--- config.mk ---
export PLATFORM = sky130hd
export DESIGN_NAME = cfpa_div_cell
export DESIGN_NICKNAME = d
export VERILOG_FILES = /design/src/sv/assert_macros.svh /design/src/sv/cfpa_pkg.sv /design/src/sv/cfpa_div_cell.sv
export SDC_FILE = /design/constraint.sdc
export NUM_CORES = 1
export LEC_CHECK = 0
export ABC_AREA = 1
export BUFFER_PORTS_ARGS = -buffer_cell sky130_fd_sc_hd__buf_2
export CAP_MARGIN = 5
export CORE_AREA = 2 2 263 329
export DETAILED_ROUTE_END_ITERATION = 10
export DIE_AREA = 0 0 265 331
export HOLD_SLACK_MARGIN = 0.1
export PLACE_DENSITY = 0.54
export SLEW_MARGIN = 15
export SYNTH_ARGS = -nofsm -noshare
export SYNTH_HDL_FRONTEND = slang
export SYNTH_SLANG_ARGS = --single-unit
--- constraint.sdc ---
create_clock -name aclk -period 2.4 [get_ports aclk]
set_clock_uncertainty 0.1 [all_clocks]
set_input_delay 0.12 -clock aclk [delete_from_list [all_inputs] [get_ports aclk]]
set_output_delay 0.12 -clock aclk [all_outputs]
set_load 0.005 [all_outputs]
--- src/sv/assert_macros.svh ---
// Assertion macros used by the top-level RTL file of the complex fixed-point ALU.
`ifndef ASSERT_MACROS_SVH
`define ASSERT_MACROS_SVH
`ifndef ASSERT_OFF
`define ASSERT_PROP(label, clk, rstn, prop, msg) \
    label: assert property (@(posedge clk) disable iff (!rstn) prop) else $error(msg);
`define ASSERT_NEVER(label, clk, rstn, cond, msg) \
    label: assert property (@(posedge clk) disable iff (!rstn) !(cond)) else $error(msg);
`else
`define ASSERT_PROP(label, clk, rstn, prop, msg)
`define ASSERT_NEVER(label, clk, rstn, cond, msg)
`endif
`endif

--- src/sv/cfpa_pkg.sv ---
// Package with the shared types and codes of the complex fixed-point ALU.
`timescale 1ns / 1ps
package cfpa_pkg;

    localparam int WORD_BITS_DEF     = 32;
    localparam int FRACTION_BITS_DEF = 16;

    localparam logic [2:0] CMD_ADD = 3'd0;
    localparam logic [2:0] CMD_SUB = 3'd1;
    localparam logic [2:0] CMD_MUL = 3'd2;
    localparam logic [2:0] CMD_DIV = 3'd3;
    localparam logic [2:0] CMD_EQ  = 3'd4;
    localparam logic [2:0] CMD_NE  = 3'd5;

    localparam logic [1:0] ST_OK  = 2'd0;
    localparam logic [1:0] ST_DZ  = 2'd1;
    localparam logic [1:0] ST_OVF = 2'd2;

    typedef struct packed {
        logic       valid;
        logic       is_div;
        logic       dz;
        logic       neg_re;
        logic       neg_im;
        logic       big_re;
        logic       big_im;
        logic       flag;
        logic [1:0] status;
    } ctrl_t;

endpackage

--- src/sv/cfpa_div_cell.sv ---
// One restoring division cell that settles one quotient bit of both parts.
`timescale 1ns / 1ps
module cfpa_div_cell #(
    parameter int W     = cfpa_pkg::WORD_BITS_DEF,
    parameter int F     = cfpa_pkg::FRACTION_BITS_DEF,
    parameter int SHIFT = 0
) (
    input  logic              aclk,
    input  logic              aresetn,
    input  logic              en,
    input  cfpa_pkg::ctrl_t   in_ctrl,
    input  logic [W-1:0]      in_re,
    input  logic [W-1:0]      in_im,
    input  logic [2*W-1:0]    in_den,
    input  logic [2*W+F-1:0]  in_rem_re,
    input  logic [2*W+F-1:0]  in_rem_im,
    input  logic [W:0]        in_q_re,
    input  logic [W:0]        in_q_im,
    output cfpa_pkg::ctrl_t   out_ctrl,
    output logic [W-1:0]      out_re,
    output logic [W-1:0]      out_im,
    output logic [2*W-1:0]    out_den,
    output logic [2*W+F-1:0]  out_rem_re,
    output logic [2*W+F-1:0]  out_rem_im,
    output logic [W:0]        out_q_re,
    output logic [W:0]        out_q_im
);

    localparam int RW = 2 * W + F;
    localparam int CW = 3 * W + F + 2;

    cfpa_pkg::ctrl_t ctrl_reg;
    logic [W-1:0]    re_reg, im_reg;
    logic [2*W-1:0]  den_reg;
    logic [RW-1:0]   rem_re_reg, rem_im_reg;
    logic [W:0]      q_re_reg, q_im_reg;

    logic [CW-1:0] den_sh, diff_re, diff_im;
    logic          ge_re, ge_im;

    always_comb begin
        den_sh  = CW'(in_den) << SHIFT;
        diff_re = CW'(in_rem_re) - den_sh;
        diff_im = CW'(in_rem_im) - den_sh;
        ge_re   = CW'(in_rem_re) >= den_sh;
        ge_im   = CW'(in_rem_im) >= den_sh;
    end

    always_ff @(posedge aclk) begin
        if (!aresetn) begin
            ctrl_reg.valid <= 1'b0;
        end else if (en) begin
            ctrl_reg <= in_ctrl;
        end
    end

    always_ff @(posedge aclk) begin
        if (en) begin
            re_reg     <= in_re;
            im_reg     <= in_im;
            den_reg    <= in_den;
            rem_re_reg <= ge_re ? diff_re[RW-1:0] : in_rem_re;
            rem_im_reg <= ge_im ? diff_im[RW-1:0] : in_rem_im;
            q_re_reg   <= {in_q_re[W-1:0], ge_re};
            q_im_reg   <= {in_q_im[W-1:0], ge_im};
        end
    end

    assign out_ctrl   = ctrl_reg;
    assign out_re     = re_reg;
    assign out_im     = im_reg;
    assign out_den    = den_reg;
    assign out_rem_re = rem_re_reg;
    assign out_rem_im = rem_im_reg;
    assign out_q_re   = q_re_reg;
    assign out_q_im   = q_im_reg;

endmodule

After elaboration in Yosys (flattened, before gate mapping)
Cells that the tools add are included.
- input port bits: 367
- output and inout bits: 364
- logic and storage cells: 23
- register bits: 364
- reductions and logical operators: 1
- $add $sub $neg: 2
- order comparisons: 2
- mux-type cells: 2
- operators by type and width (operator ; count):
    >= comparator 80 x 64 -> 1 bit ; 2
    two-way mux 80 bit ; 2
    subtractor 80 x 64 -> 80 bit ; 2
    AND reduction 2 bit ; 1

Logic depth before layout (Yosys ltp)
- depth after elaboration: 2
- mapped depth: 19

Worst setup path before layout
Ideal clock, no wire load.
- kind: input-to-reg
- from: input port in_rem_im[0]
- to: register rem_im_reg[22] (netlist: out_rem_im[22]) (data pin)
- path buffers: 2
- stages: 19
- arrival time: 2019 ps
- setup slack: 29 ps
- data required time: 2048 ps
- path through: inv_1 ha_1 fa_1 inv_1 nand3_1 nand3_2 nand2_1 nand2_2 nand2_1 nand3_2 nand2_1 nand2_1 nand2_1 nand3_2 inv_2 buf_6 buf_6 nand2_1 nand2_1
- cells in the longest elaborated chain, start to end: 2
- RTL lines (element ; line ; source):
    start, declared ; cfpa_div_cell.sv:16 ; input logic [2*W+F-1:0] in_rem_im,
    subtractor 80 x 64 -> 80 bit or >= comparator 80 x 64 -> 1 bit (tied branches) ; cfpa_div_cell.sv:44, cfpa_div_cell.sv:46 ;
    two-way mux 80 bit (*) ; cfpa_div_cell.sv:63 ; rem_im_reg <= ge_im ? diff_im[RW-1:0] : in_rem_im;
    end signal, assigned ; cfpa_div_cell.sv:63 ;
    end, declared ; cfpa_div_cell.sv:35 ; logic [RW-1:0] rem_re_reg, rem_im_reg;
Mark *: on every way between the ends. The rest lies on a longest branch, timed or not.
A chain may end at the register's enable or synchronous reset.

Final worst setup path
- from: input port in_rem_im[70]
- to: register rem_im_reg[73] (netlist: out_rem_im[73]) (data pin)
Same word-level chain as after synthesis.

==> results.cfg <==
[critical_path]
crit_fanout = 4
cp_data_arrival_time_ns = 2.58
cp.required_ns = 2.66
r2r-start = out_ctrl[9]
worstSetupPathType = in2reg
worst-r2r-setup-slack_ns = 1.12
cp-startpoint = in_rem_im[70]
cp-start-kind = primary input
endpoint_kind = flop

[cells_and_area]
syn_to_final_growth_pct = 59.3
fin_area_mm2 = 0.0441
multi_input_area_mm2 = 0.0132
drive_gt1_share_pct = 28.1
ff_latch_area_mm2 = 0.0109
fillCellCount = 8598
fin_nets = 6572

[logic_synthesis]
synth_cell_types = 36
synth_area_leaders = edfxtp_1 (39%), nand2_1 (25%), inv_1 (12%)
synth.avg_cell_area_um2 = 6.67
yosysMostFrequentCell = nand2_1
synth_edf_count = 363
synth_common_cells = nand2_1 (1860), inv_1 (871), edfxtp_1 (363)
yosys.area.top_type = edfxtp_1
ys_warn_count = 0
ys_seq_area_share_pct = 39.4
ys_seq_elements = 364
synth_top_cell_area_share_pct = 39.4
syn-cell-area_mm2 = 0.0277
synth_ff_type = edfxtp_1
synthArstFlopShare_pct = 0
syn-instance-count = 4148
syn_nets = 4645

[die]
die_area_mm2 = 0.0877
io_pins = 731
start_util_pct = 32.9
core_region_area_mm2 = 0.0843
rows = 119
fp.dieH_um = 331
die_x_um = 265

[sta]
tightestPinTransition_ns = 0.595
post-route-min-period_ns = 2.33
hold_ws_ns = -0.281
fin_crit_sh_pct = 96.9
fin_ws_ns = 0.0740
fin_setup_tns_ns = 0
slew_violations = 0
max-slew-margin-rel_pct = 60.4
max_clock_freq_ghz = 0.430
finalSetupViolations = 0
hold_violations = 1
rsz0062_at_grt = yes

[power]
p_per_area_mw_per_mm2 = 510
pwr-share-seq_pct = 36.1
power_frac_clock_pct = 29.8
ir_worst_vdd_mv = 0.514
total_leakage_power_uw = 0.0241
p_sw_uw = 7490
p_comb_share_pct = 34.1
p_int_uw = 15000
switching_share_pct = 33.3

[min_path]
hold_path_class = in2reg
min_from = in_rem_im[6]

[grt]
grtUsageTotal_pct = 34.2
grt_pass1_wl_um = 215000
grt.overflow.total = 0
grt_max_degree = 60
grt_antenna_before_repair = 13
grt_pass1_vias = 33752

[clock_network]
cts_max_level = 2
path_clk_slew_ns = 0.06
worstSkewPairLatency_ns = 0.58
cts_buffers = 42
cts_sinks = 364
clockBufferDepth = 3
cts_tree = yes
clock-root-buffer = clkbuf_16

[place]
io_buffer_count = 728
placed_area_mm2 = 0.0388
pre_cts_slack_ns = -0.612
place_congestion = 1.06
dp_hpwl_um = 130000

[route]
vias = 33360
drtAntennaViolNets = 0
drc_errors = 0
vias_per_cell = 4.63
route.detailed.wl_per_inst_um = 21.6
first_pass_iters = 5
drt_iter0_drc = 2372
wirelength_um = 155000

[job]
drv_cap = 0

[run_status]
outcome = finished, violations left
violations = hold timing
[layer usage]
metal  part of all wire, %  global-route usage (%)  vias to the layer above
met1                    36                    36.3                    15213
li1                      -                       -                    16502
met3                   5.4                    4.45                      380
met5                 0.030                       0                        -
met4                   8.3                    23.6                        8
met2                    50                    63.1                     1257
[placed cells by master (no fill, tap or decap), drive strengths merged]
cell and instances:
a21boi 1, a21oi 122, and2 7, and3 1
buf 1541, bufinv 5, clkbuf 55, clkinv 15
clkinvlp 2, dfxtp 1, diode 8, dlygate4sd3 368
edfxtp 363, fa 2, ha 128, inv 902
nand2 1869, nand3 157, nand3b 28, nand4 65
nor2 359, nor3 17, nor3b 1, nor4 2
o21ai 19, o21bai 3, or2 1, xnor2 3
xor2 69
[power groups by stage]
stage | logic, uW | clock network [uW] | registers [uW]
2_1_floorplan | 2720 | 0 | 8240
3_3_place_gp | 7070 | 0 | 8240
3_5_place_dp | 7060 | 0 | 8230
4_1_cts | 7580 | 6800 | 8110
5_1_grt | 8290 | 7020 | 8160
6_report | 7680 | 6700 | 8120
[worst paths after layout]
check,cells past startpoint,to
setup reg to reg,3,out_ctrl[9]
setup / recovery,11,out_rem_im[73]
hold / removal,3,out_rem_im[6]
hold reg to reg,3,out_ctrl[9]
[worst max-delay path, stage by stage]
cell and delay, ns:
dlygate4sd3_1 0.53, buf_2 0.15, nor2_1 0.29, nand2_1 0.18
nor2_1 0.19, buf_4 0.16, nand2_1 0.09, nor2_1 0.45
nand4_1 0.20, nand4_1 0.15, a21oi_2 0.06
[area by class of cell]
cell class / count / share of cell area [%]
Sequential cell: 364 / 24.8
Clock buffer: 51 / 2.48
Inverter: 900 / 7.68
Timing Repair Buffer: 1913 / 31.3
Tap cell: 1089 / 3.09
Multi-Input combinational cell: 2854 / 30.0
Antenna cell: 8 / 0.0454
Clock inverter: 24 / 0.633
[repair_timing]
item,in CTS,in global routing
buffers inserted,0,3
hold endpoints to repair,406,11
hold buffers,358,10
resized for setup,0,30
endpoints found under the setup margin,0,118
[logic make-up after synthesis]
family | count (synthesis) | synth area share (%)
and+or+nand+nor | 2507 | 36.3
DFF | 364 | 39.4
xor gates and xnor gates | 72 | 2.28
buffers and inverters | 930 | 13.0
AOI/OAI and AO/OA | 145 | 2.98
adders and majority gates | 130 | 5.93
[registers in the layout (all words and copies together) (netlist names)]
signal / cells
out_im: 32
out_rem_re: 80
out_q_re: 33
out_ctrl: 10
out_den: 64
out_re: 32
out_rem_im: 80
out_q_im: 33
[stage by stage]
| step | power, uW | util [%] | std cells |
|---|---|---|---|
| floorplan | 11000 | - | 4148 |
| global placement | 15300 | 46.0 | 6745 |
| detailed placement | 15300 | 46.0 | 6745 |
| CTS | 22500 | 51.9 | 7178 |
| global route | 23500 | 52.3 | 7196 |
| finish | 22500 | 52.3 | 7203 |
No activity file was read; power rests on OpenSTA's default activity.
