===== src/sv/assert_macros.svh =====
// Assertion macros used by the top-level RTL file of the complex fixed-point ALU.
`ifndef ASSERT_MACROS_SVH
`define ASSERT_MACROS_SVH
`ifndef ASSERT_OFF
`define ASSERT_PROP(label, clk, rstn, prop, msg) \
    label: assert property (@(posedge clk) disable iff (!rstn) prop) else $error(msg);
`define ASSERT_NEVER(label, clk, rstn, cond, msg) \
    label: assert property (@(posedge clk) disable iff (!rstn) !(cond)) else $error(msg);
`else
`define ASSERT_PROP(label, clk, rstn, prop, msg)
`define ASSERT_NEVER(label, clk, rstn, cond, msg)
`endif
`endif


===== src/sv/cfpa_pkg.sv =====
// Package with the shared types and codes of the complex fixed-point ALU.
`timescale 1ns / 1ps
package cfpa_pkg;

    localparam int WORD_BITS_DEF     = 32;
    localparam int FRACTION_BITS_DEF = 16;

    localparam logic [2:0] CMD_ADD = 3'd0;
    localparam logic [2:0] CMD_SUB = 3'd1;
    localparam logic [2:0] CMD_MUL = 3'd2;
    localparam logic [2:0] CMD_DIV = 3'd3;
    localparam logic [2:0] CMD_EQ  = 3'd4;
    localparam logic [2:0] CMD_NE  = 3'd5;

    localparam logic [1:0] ST_OK  = 2'd0;
    localparam logic [1:0] ST_DZ  = 2'd1;
    localparam logic [1:0] ST_OVF = 2'd2;

    typedef struct packed {
        logic       valid;
        logic       is_div;
        logic       dz;
        logic       neg_re;
        logic       neg_im;
        logic       big_re;
        logic       big_im;
        logic       flag;
        logic [1:0] status;
    } ctrl_t;

endpackage


===== src/sv/cfpa_back.sv =====
// Output stage: signs and saturates quotients and holds the result register.
`timescale 1ns / 1ps
module cfpa_back #(
    parameter int W = cfpa_pkg::WORD_BITS_DEF
) (
    input  logic             aclk,
    input  logic             aresetn,
    input  logic             en,
    input  cfpa_pkg::ctrl_t  in_ctrl,
    input  logic [W-1:0]     in_re,
    input  logic [W-1:0]     in_im,
    input  logic [W:0]       in_q_re,
    input  logic [W:0]       in_q_im,
    output logic             out_valid,
    output logic [W-1:0]     out_re,
    output logic [W-1:0]     out_im,
    output logic             out_flag,
    output logic [1:0]       out_status
);

    localparam logic [W-1:0] MAXV = {1'b0, {(W-1){1'b1}}};
    localparam logic [W-1:0] MINV = {1'b1, {(W-1){1'b0}}};

    function automatic logic [W:0] sat_q(input logic [W:0] q, input logic neg,
                                         input logic big);
        logic ovf;
        logic [W-1:0] mag;
        mag = q[W-1:0];
        if (neg) begin
            ovf   = big || q[W] || (q[W-1] && (|q[W-2:0]));
            sat_q = ovf ? {1'b1, MINV} : {1'b0, W'(-mag)};
        end else begin
            ovf   = big || q[W] || q[W-1];
            sat_q = ovf ? {1'b1, MAXV} : {1'b0, mag};
        end
    endfunction

    logic           valid_reg;
    logic [W-1:0]   re_reg, re_next, im_reg, im_next;
    logic           flag_reg;
    logic [1:0]     status_reg, status_next;
    logic [W:0]     d_re, d_im;

    always_comb begin
        d_re        = sat_q(in_q_re, in_ctrl.neg_re, in_ctrl.big_re);
        d_im        = sat_q(in_q_im, in_ctrl.neg_im, in_ctrl.big_im);
        re_next     = in_re;
        im_next     = in_im;
        status_next = in_ctrl.status;
        if (in_ctrl.is_div && !in_ctrl.dz) begin
            re_next     = d_re[W-1:0];
            im_next     = d_im[W-1:0];
            status_next = (d_re[W] || d_im[W]) ? cfpa_pkg::ST_OVF : cfpa_pkg::ST_OK;
        end
    end

    always_ff @(posedge aclk) begin
        if (!aresetn) begin
            valid_reg <= 1'b0;
        end else if (en) begin
            valid_reg <= in_ctrl.valid;
        end
    end

    always_ff @(posedge aclk) begin
        if (en) begin
            re_reg     <= re_next;
            im_reg     <= im_next;
            flag_reg   <= in_ctrl.flag;
            status_reg <= status_next;
        end
    end

    assign out_valid  = valid_reg;
    assign out_re     = re_reg;
    assign out_im     = im_reg;
    assign out_flag   = flag_reg;
    assign out_status = status_reg;

endmodule


===== config.mk =====
export PLATFORM = sky130hd
export DESIGN_NAME = cfpa_back
export DESIGN_NICKNAME = d
export VERILOG_FILES = /design/src/sv/assert_macros.svh /design/src/sv/cfpa_pkg.sv /design/src/sv/cfpa_back.sv
export SDC_FILE = /design/constraint.sdc
export NUM_CORES = 1
export LEC_CHECK = 0
export ABC_AREA = 1
export BUFFER_PORTS_ARGS = -buffer_cell sky130_fd_sc_hd__buf_2
export CORE_MARGIN = 5
export CORE_UTILIZATION = 51
export DETAILED_ROUTE_END_ITERATION = 8
export PLACE_DENSITY = 0.82
export SLEW_MARGIN = 10
export SYNTH_ARGS = -nofsm -noshare
export SYNTH_HDL_FRONTEND = slang
export SYNTH_SLANG_ARGS = --single-unit

===== constraint.sdc =====
create_clock -name aclk -period 2.3 [get_ports aclk]
set_clock_uncertainty 0.05 [all_clocks]
set_input_delay 0.46 -clock aclk [delete_from_list [all_inputs] [get_ports aclk]]
set_output_delay 0.46 -clock aclk [all_outputs]
set_load 0.03 [all_outputs]

# == After elaboration in Yosys (flattened, before gate mapping) ==
# Cells that the tools add are included.
# classes
n_mux,10
n_reduce_logical,13
addsub,2
# ops
operator,count
33-bit two-way mux,6
32-bit two-way mux,2
32-bit negation,2
31-bit OR reduction,2
1-bit logical OR,7
2-bit two-way mux,2
1-bit logical AND,3
1-bit logical NOT,1
# totals
register_bits,68
input_bits,143
wordCells,30
output_inout_bits,68

# == Logic depth before layout (Yosys ltp) ==
# Gate-level depths: netlist (run 1).
# depth
word_depth,8
mapped_depth,12
depth_no_buf,11

# == Worst setup path before layout (run 1) ==
# No wires, ideal clock.
# synth_timing
path_type,input-to-reg
startpoint,input port in_q_im[0]
endpoint,"register status_reg[1], in the netlist out_status[1], data pin"
required_ps,2001
path_slack_ps,422
cell_stages,12
setup_ps,249
arrival_time_ps,1578
cell_sequence,inv_1 > ha_1 > nand2_2 > nor2_4 > nand2_4 > nor2_4 > nand2_4 > nand2_8 > buf_12 > nand4_1 > nand2_1 > inv_1
# synth_between
elab_chain_len,8
# synth_lines
element,line,source
from (decl),cfpa_back.sv:13,"input logic [W:0] in_q_im,"
31-bit OR reduction,cfpa_back.sv:30,ovf = big || q[W] || (q[W-1] && (|q[W-2:0]));
1-bit logical AND,cfpa_back.sv:30,
1-bit logical OR,cfpa_back.sv:30,
33-bit two-way mux,cfpa_back.sv:31,"sat_q = ovf ? {1'b1, MINV} : {1'b0, W'(-mag)};"
33-bit two-way mux,cfpa_back.sv:29,if (neg) begin
1-bit logical OR,cfpa_back.sv:53,status_next = (d_re[W] || d_im[W]) ? cfpa_pkg::ST_OVF : cfpa_pkg::ST_OK;
2-bit two-way mux,cfpa_back.sv:53,
2-bit two-way mux,cfpa_back.sv:50,if (in_ctrl.is_div && !in_ctrl.dz) begin
via status_next[1],cfpa_back.sv:41,"logic [1:0] status_reg, status_next;"
to (signal assigned),cfpa_back.sv:70,status_reg <= status_next;
to (decl),cfpa_back.sv:41,
# The timed path passes the listed nets, and every way through them passes these cells.
# A chain may end at the register's enable or synchronous reset.

# == Worst setup path after layout (run 1) ==
# layout_timing
startpoint,input port in_q_im[0]
endpoint,"register im_reg[16], in the netlist out_im[16], data pin"
# layout_between
elab_chain_len,6
word_cells_on_any_way,7
classes_between,add/sub: 1; mux: 3; reduce/logical: 3
# layout_lines
element,line,source
"parallel branches: the longest is 3 deep, another holds 32-bit negation",-,
33-bit two-way mux (*),cfpa_back.sv:31,
33-bit two-way mux (*),cfpa_back.sv:29,
32-bit two-way mux (*),cfpa_back.sv:50,
via im_next[16],cfpa_back.sv:39,"logic [W-1:0] re_reg, re_next, im_reg, im_next;"
to (signal assigned),cfpa_back.sv:68,im_reg <= im_next;
to (decl),cfpa_back.sv:39,
# Mark *: on every way through the listed nets, which the timed path passes.

==> metrics.txt, run 1 <==
root buf cell=clkbuf_8; final hold vios=0; f_max=about 0.55 GHz; max capacitance violation total=0; final net count=between 1000 and 1500; FF/Latch Area=about 2000 um2; Max VDD drop=about 0.43 mV; Rel. slew slack=66.8%; die height=roughly 120 um; Slew Limit Fails=0; register bit total from synthesis=68; Post-Synthesis Cell Area=about 5700 um2; critical path arrival=about 2.0 ns; crit path max fanout=33; Post-CTS Setup Inserts=0; Finished Layout Cells=~1100; slowest cell on the critical path=nand2_8; Cell variety after synth=37; total number of vias=6058; area added between synthesis and finish=23.1%; GP Congestion=~1; status=finished clean; Post-Syn Area per Cell=7.23 um2; RSZ-0062 raised after global routing=no; fraction of layout instances using a drive strength above 1=about a third; CP bufs+invs=3; DR vias/cell=roughly 5.3; Clock Latency Late Sink=0.35 ns; largest net degree at the start of global routing=70; Worst Setup Path Type=input port to flip-flop; clock tree buffer depth=2; leading area contributor after synthesis=edfxtp_1; initial drt markers=~320; YS warnings=0; Finished Cell Area=7000 um2; setup violation total in the final timing report=0; Core Footprint=10900 um2; Critical Path Start Type=input port; WL per Instance=15.1 um; power per cell area=502 nW/um2; CP required=2.45 ns; total power=roughly 3.5 mW; initial antenna violation count=3; footprint of the multi-input gates=3190 um2; area share of the largest cell type after synthesis=between 30% and 40%; Static Leakage=roughly 3.1 nW; clk slew on worst S/H paths=about 0.080 ns; DRT Wirelength=roughly 17000 um; die area=between 10000 and 15000 um2; clock sink total=68; largest cells by area after synthesis=edfxtp_1 35%, nand2_1 11%, nor2_1 11%; H-tree depth=3; critical path's top delay family=simple AND/OR/NAND/NOR gates; Chip Width=between 100 and 150 um; TritonCTS clock tree=done; crit path capture type=flip-flop; grt ovf=0; worst-margin pin slew=0.498 ns; Initial Util=between 50% and 60%; setup_tns=0 ns; Hold Crit Class=input port to flip-flop; Post-Synthesis Cells=786; I/O pin count=211; total CTS buffers=9; FP Rows=38; hpwl dp=approximately 13000 um; PortBufs=210; Tcrit/Tclk final=~79%; vias in the first global route=a little under 6000; Seq/Total Area, Yosys=35.7%; FILL cells=slightly below 1000; remaining antenna violation count after routing=0; overall routing resource usage=between 20% and 30%; post-route minimum period=1.82 ns; drt first pass iters=5; cell-by-cell trace of the critical path=buf_2 -> inv_1 -> ha_1 -> nand2_2 -> nor2_4 -> nand2_4 -> nor2_4 -> nand2_4 -> nand2_8 -> buf_4 -> nand3_2 -> a21oi_1; Placed Cells=1119; post-CTS sizing=0; residual DRC count=0; global-route wire length before repair=around 27000 um; placed instance area=~6800 um2; Post-Synthesis Net Count=between 900 and 1000; slowest stage delay, CP=0.25 ns; Hold Buf Count CTS=0
[worst reg2reg max path, cell delays in order, from the launching register on]
cell and delay (ns):
dfxtp_1 0.32, o21ai_0 0.19, a21oi_1 0.07
[metrics by stage]
step / worst slack (ns) / hold slack (ns) / util [%]
after global placement: 0.160 / 0.472 / 62.5
final: 0.477 / 0.232 / 64.3
after CTS: 0.481 / 0.214 / 64.3
after global routing: 0.337 / 0.215 / 64.3
after detailed placement: 0.0875 / 0.534 / 62.5
after floorplan: 0.422 / 0.503 / -
[registers in the layout, summed over array words and instances, names as in the netlist]
register,count
out_status,2
out_re,32
out_im,32
out_flag,1
out_valid,1
[power by group]
group          switching (mW)  total (mW)  internal [mW]
Combinational           0.664       0.974          0.310
Sequential             0.0291        1.53           1.50
Clock                   0.484        1.01          0.530
Total                    1.18        3.52           2.34
[cell usage after synthesis, drive strengths merged]
cell,number
nor2,188
nand2,177
a21oi,126
nand3,69
edfxtp,67
inv,58
clkbuf,18
xor2,18
o21ai,15
buf,13
o21bai,10
nand4,8
nand3b,5
nor3,3
a31oi,2
clkinv,2
ha,2
xnor2,2
and2b,1
dfxtp,1
or2,1
[final timing paths]
path | startpoint | cells past startpoint | slack [ns] | end
worst max-delay path | in_q_im[0] | 12 | 0.48 | out_im[16]
worst min-delay path | in_ctrl[2] | 1 | 0.23 | out_flag
worst max register to register | out_valid | 2 | 1.56 | out_valid
worst min register to register | out_valid | 2 | 0.55 | out_valid
[layout by cell type (no fill, tap or decap), drive strengths merged]
cell / synthesis / layout
buf: 13 / 224
nand3b: 5 / 5
nand2: 177 / 177
nor2: 188 / 188
xor2: 18 / 18
edfxtp: 67 / 67
nor3: 3 / 3
a21oi: 126 / 126
diode: 0 / 1
inv: 58 / 58
nand4: 8 / 8
ha: 2 / 2
xnor2: 2 / 2
nand3: 69 / 69
a31oi: 2 / 2
o21bai: 10 / 10
clkinv: 2 / 5
clkbuf: 18 / 12
o21ai: 15 / 15
dfxtp: 1 / 1
and2b: 1 / 1
or2: 1 / 1
bufinv: 0 / 1
[cell families after synthesis]
group | share of synthesized area, %
AO/OA/AOI/OAI | 14.9
AND/OR/NAND/NOR | 37.5
buffers and inverters | 8.32
adder cells (fa/ha/maj) | 0.440
flip-flops | 35.7
XOR/XNOR | 3.08
[routing by layer]
| layer | routed length (um) | GRT usage [%] |
|---|---|---|
| met1 | 6720 | 30.3 |
| met2 | 8510 | 44.6 |
| met3 | 1530 | 5.59 |
| met4 | 366 | 9.00 |
| met5 | 23 | 0 |
[layout make-up]
cell class,instances,area share [%]
diodes,1,0.0358
clock buffers,12,2.07
clock inverters,4,0.697
inverters,60,3.22
multi-input cells,627,45.6
flip-flops and latches,68,29.0
well taps,140,2.50
repair buffers,224,16.9
(Power assumes the default switching activity.)
==> run 2, diff against run 1 <==
- ABC_AREA: 1 -> 0
- CORE_UTILIZATION: 51 -> 50
- clock period: 2.3 -> 1.8 ns (I/O delays scaled with it)
==> metrics.txt, run 2 <==
status=finished with violations; violated checks=DRC, setup timing; Static Leakage=3.83 nW; total number of vias=8415; Finished Layout Cells=between 1000 and 1500; reg2reg start=out_valid; post-route minimum period=~2.2 ns; Initial Util=around half; DRT Wirelength=roughly 30000 um; drt first pass iters=9; GP Congestion=between 0.9 and 1; Min-Delay Startpoint=in_ctrl[2]; setup_tns=-5.88 ns; Max VDD drop=0.514 mV; YS warnings=0; final core utilization=88.5%; Clock Latency Late Sink=0.38 ns; worst-margin pin slew=around 0.67 ns; slowest stage delay, CP=between 0.4 and 0.5 ns; final hold vios=0; Chip Width=approximately 110 um; worst reg2reg setup slack=between 1 and 1.5 ns; global-route wire length before repair=38300 um; DR vias/cell=roughly 7; critical path arrival=roughly 2.4 ns; vias in the first global route=~7400; DP Worst Slack=-0.655 ns; Worst Setup Path Type=input port to flip-flop; grt ovf=0; Tcrit/Tclk final=122%; slowest cell on the critical path=o311ai_1; CP required=1.96 ns; leading area contributor after synthesis=edfxtp_1; critical path's top delay family=compound AO/OA/AOI/OAI gates; Global Route met2 Usage=between 50% and 60%; Placed Cells=between 1000 and 1500; Post-Syn Area per Cell=8.53 um2; Slew Limit Fails=0; power per cell area=around 550 nW/um2; fraction of layout instances using a drive strength above 1=approximately 53%; total CTS buffers=9; die height=about 110 um; ant diodes=0; PnR worst setup slack=-0.400 ns; max capacitance violation total=0; CP startpoint=in_q_re[12]; clock tree buffer depth=2; TritonCTS clock tree=done; PortBufs=between 200 and 250; Stages on worst setup path=8; FP Rows=37; final net count=about 1200; crit path max fanout=4; crit path capture type=flip-flop; register bit total from synthesis=slightly below 70; Critical Path Start Type=input port; Rel. slew slack=a little under three fifths; most frequent cells in the layout=200 x buf_2, 196 x buf_4, 67 x nor2_1, 67 x edfxtp_1, 40 x nand2_1; clock sink total=68; Top FF cell, synth=edfxtp_1; RSZ-0062 raised after global routing=yes; Worst R2R End=out_valid; Cell variety after synth=67; area share of the largest cell type after synthesis=37.5%; routing usage on met3=approximately a tenth; WL per Instance=26.0 um; Hold Crit Class=input port to flip-flop; remaining antenna violation count after routing=0; cell-by-cell trace of the critical path=buf_2 -> nor4_4 -> buf_4 -> nand3_4 -> buf_4 -> o311ai_1 -> o211ai_1 -> o21ai_1; commonest non-fill, non-tap cell in the layout=buf_2; GRT busiest layer=met2; Hold Crit Endpoint=out_flag; Post-Synthesis Cell Area=roughly 5400 um2; Post-Synthesis Cells=628; largest cells by area after synthesis=edfxtp_1 38%, nor2_1 4.9%, o21ai_0 3.7%; area added between synthesis and finish=71.3%; root buf cell=clkbuf_8; Seq/Total Area, Yosys=between 30% and 40%; f_max=0.455 GHz; initial antenna violation count=0; residual DRC count=3; H-tree depth=3; Core Footprint=roughly 10000 um2; most common cell in the synthesized netlist=nor2_1; I/O pin count=211; setup violation total in the final timing report=55; R2R cell count=2; initial drt markers=around 1200; Hold Buf Count CTS=0; count of flip-flops with a built-in enable after synthesis=67; clk slew on worst S/H paths=around 0.080 ns; overall routing resource usage=37.3%; Synth top cells by count=70 x nor2_1, 67 x edfxtp_1, 41 x nand2_1; total power=roughly 5.0 mW; met1 usage=roughly half; CP most frequent cell=buf_4; hold path depth=1; largest net degree at the start of global routing=69; Post-Synthesis Net Count=just under 800; die area=roughly 13000 um2; hpwl dp=18100 um; Post-synth ARST share=0%; CP bufs+invs=3
run 2: changes by cell type after synthesis, sizes merged, moves of 27 or more:
cell   change
nand2    -136
nor2     -118
a21oi    -101
nand3     -53
inv       -42
nor3      +35
o22ai     +31
nor4      +30
a31oi     +27
o21ai     +27
run 2: final cells by class:
cell class,count,area (um2)
Timing Repair Buffer,433,2950
Tap cell,136,170
Inverter,16,80.1
Sequential cell,68,2030
Clock inverter,6,41.3
Multi-Input combinational cell,500,3780
Clock buffer,10,128
Fill cell,508,1190
run 2: cells by family (layout without fill, tap and decap cells):
family	count (synthesis)	count (layout)	synth area share, %
flops	68	68	37.9
simple gates	284	284	29.8
xor+xnor	9	9	1.47
fa+ha+maj	2	2	0.467
compound gates	200	200	24.8
mux	5	5	0.934
buf+inv	60	465	4.55
run 2: how the worst max path moves through the flow:
stage,slack [ns],to
floorplan,-0.45,out_im[30]
global placement,-0.60,out_im[27]
detailed placement,-0.66,out_im[27]
CTS,-0.14,out_im[23]
global route,-0.62,out_re[23]
finish,-0.40,out_re[23]
run 2: routing by layer:
metal | vias to the layer above | wire length (um)
li1 | 3311 | -
met1 | 3777 | 9780
met2 | 1003 | 13200
met3 | 324 | 4810
met4 | 0 | 2610
met5 | - | 0
run 2: timing repair:
item	in CTS	in global routing
endpoints found under the setup margin	51	57
cloned	1	0
buffers inserted	14	12
pin swaps	33	38
gates resized for setup	82	70
run 2: power breakdown:
part | switching [mW] | total, mW | internal (mW)
clock | 0.701 | 1.20 | 0.497
combinational | 1.14 | 1.84 | 0.693
sequential | 0.0482 | 1.97 | 1.92
run 2: stage by stage:
| stage | area (um2) | hold slack, ns |
|---|---|---|
| 2_1_floorplan | 5520 | 0.409 |
| 3_3_place_gp | 8040 | 0.451 |
| 3_5_place_dp | 8040 | 0.470 |
| 4_1_cts | 8720 | 0.129 |
| 5_1_grt | 9180 | 0.109 |
| 6_report | 9180 | 0.115 |
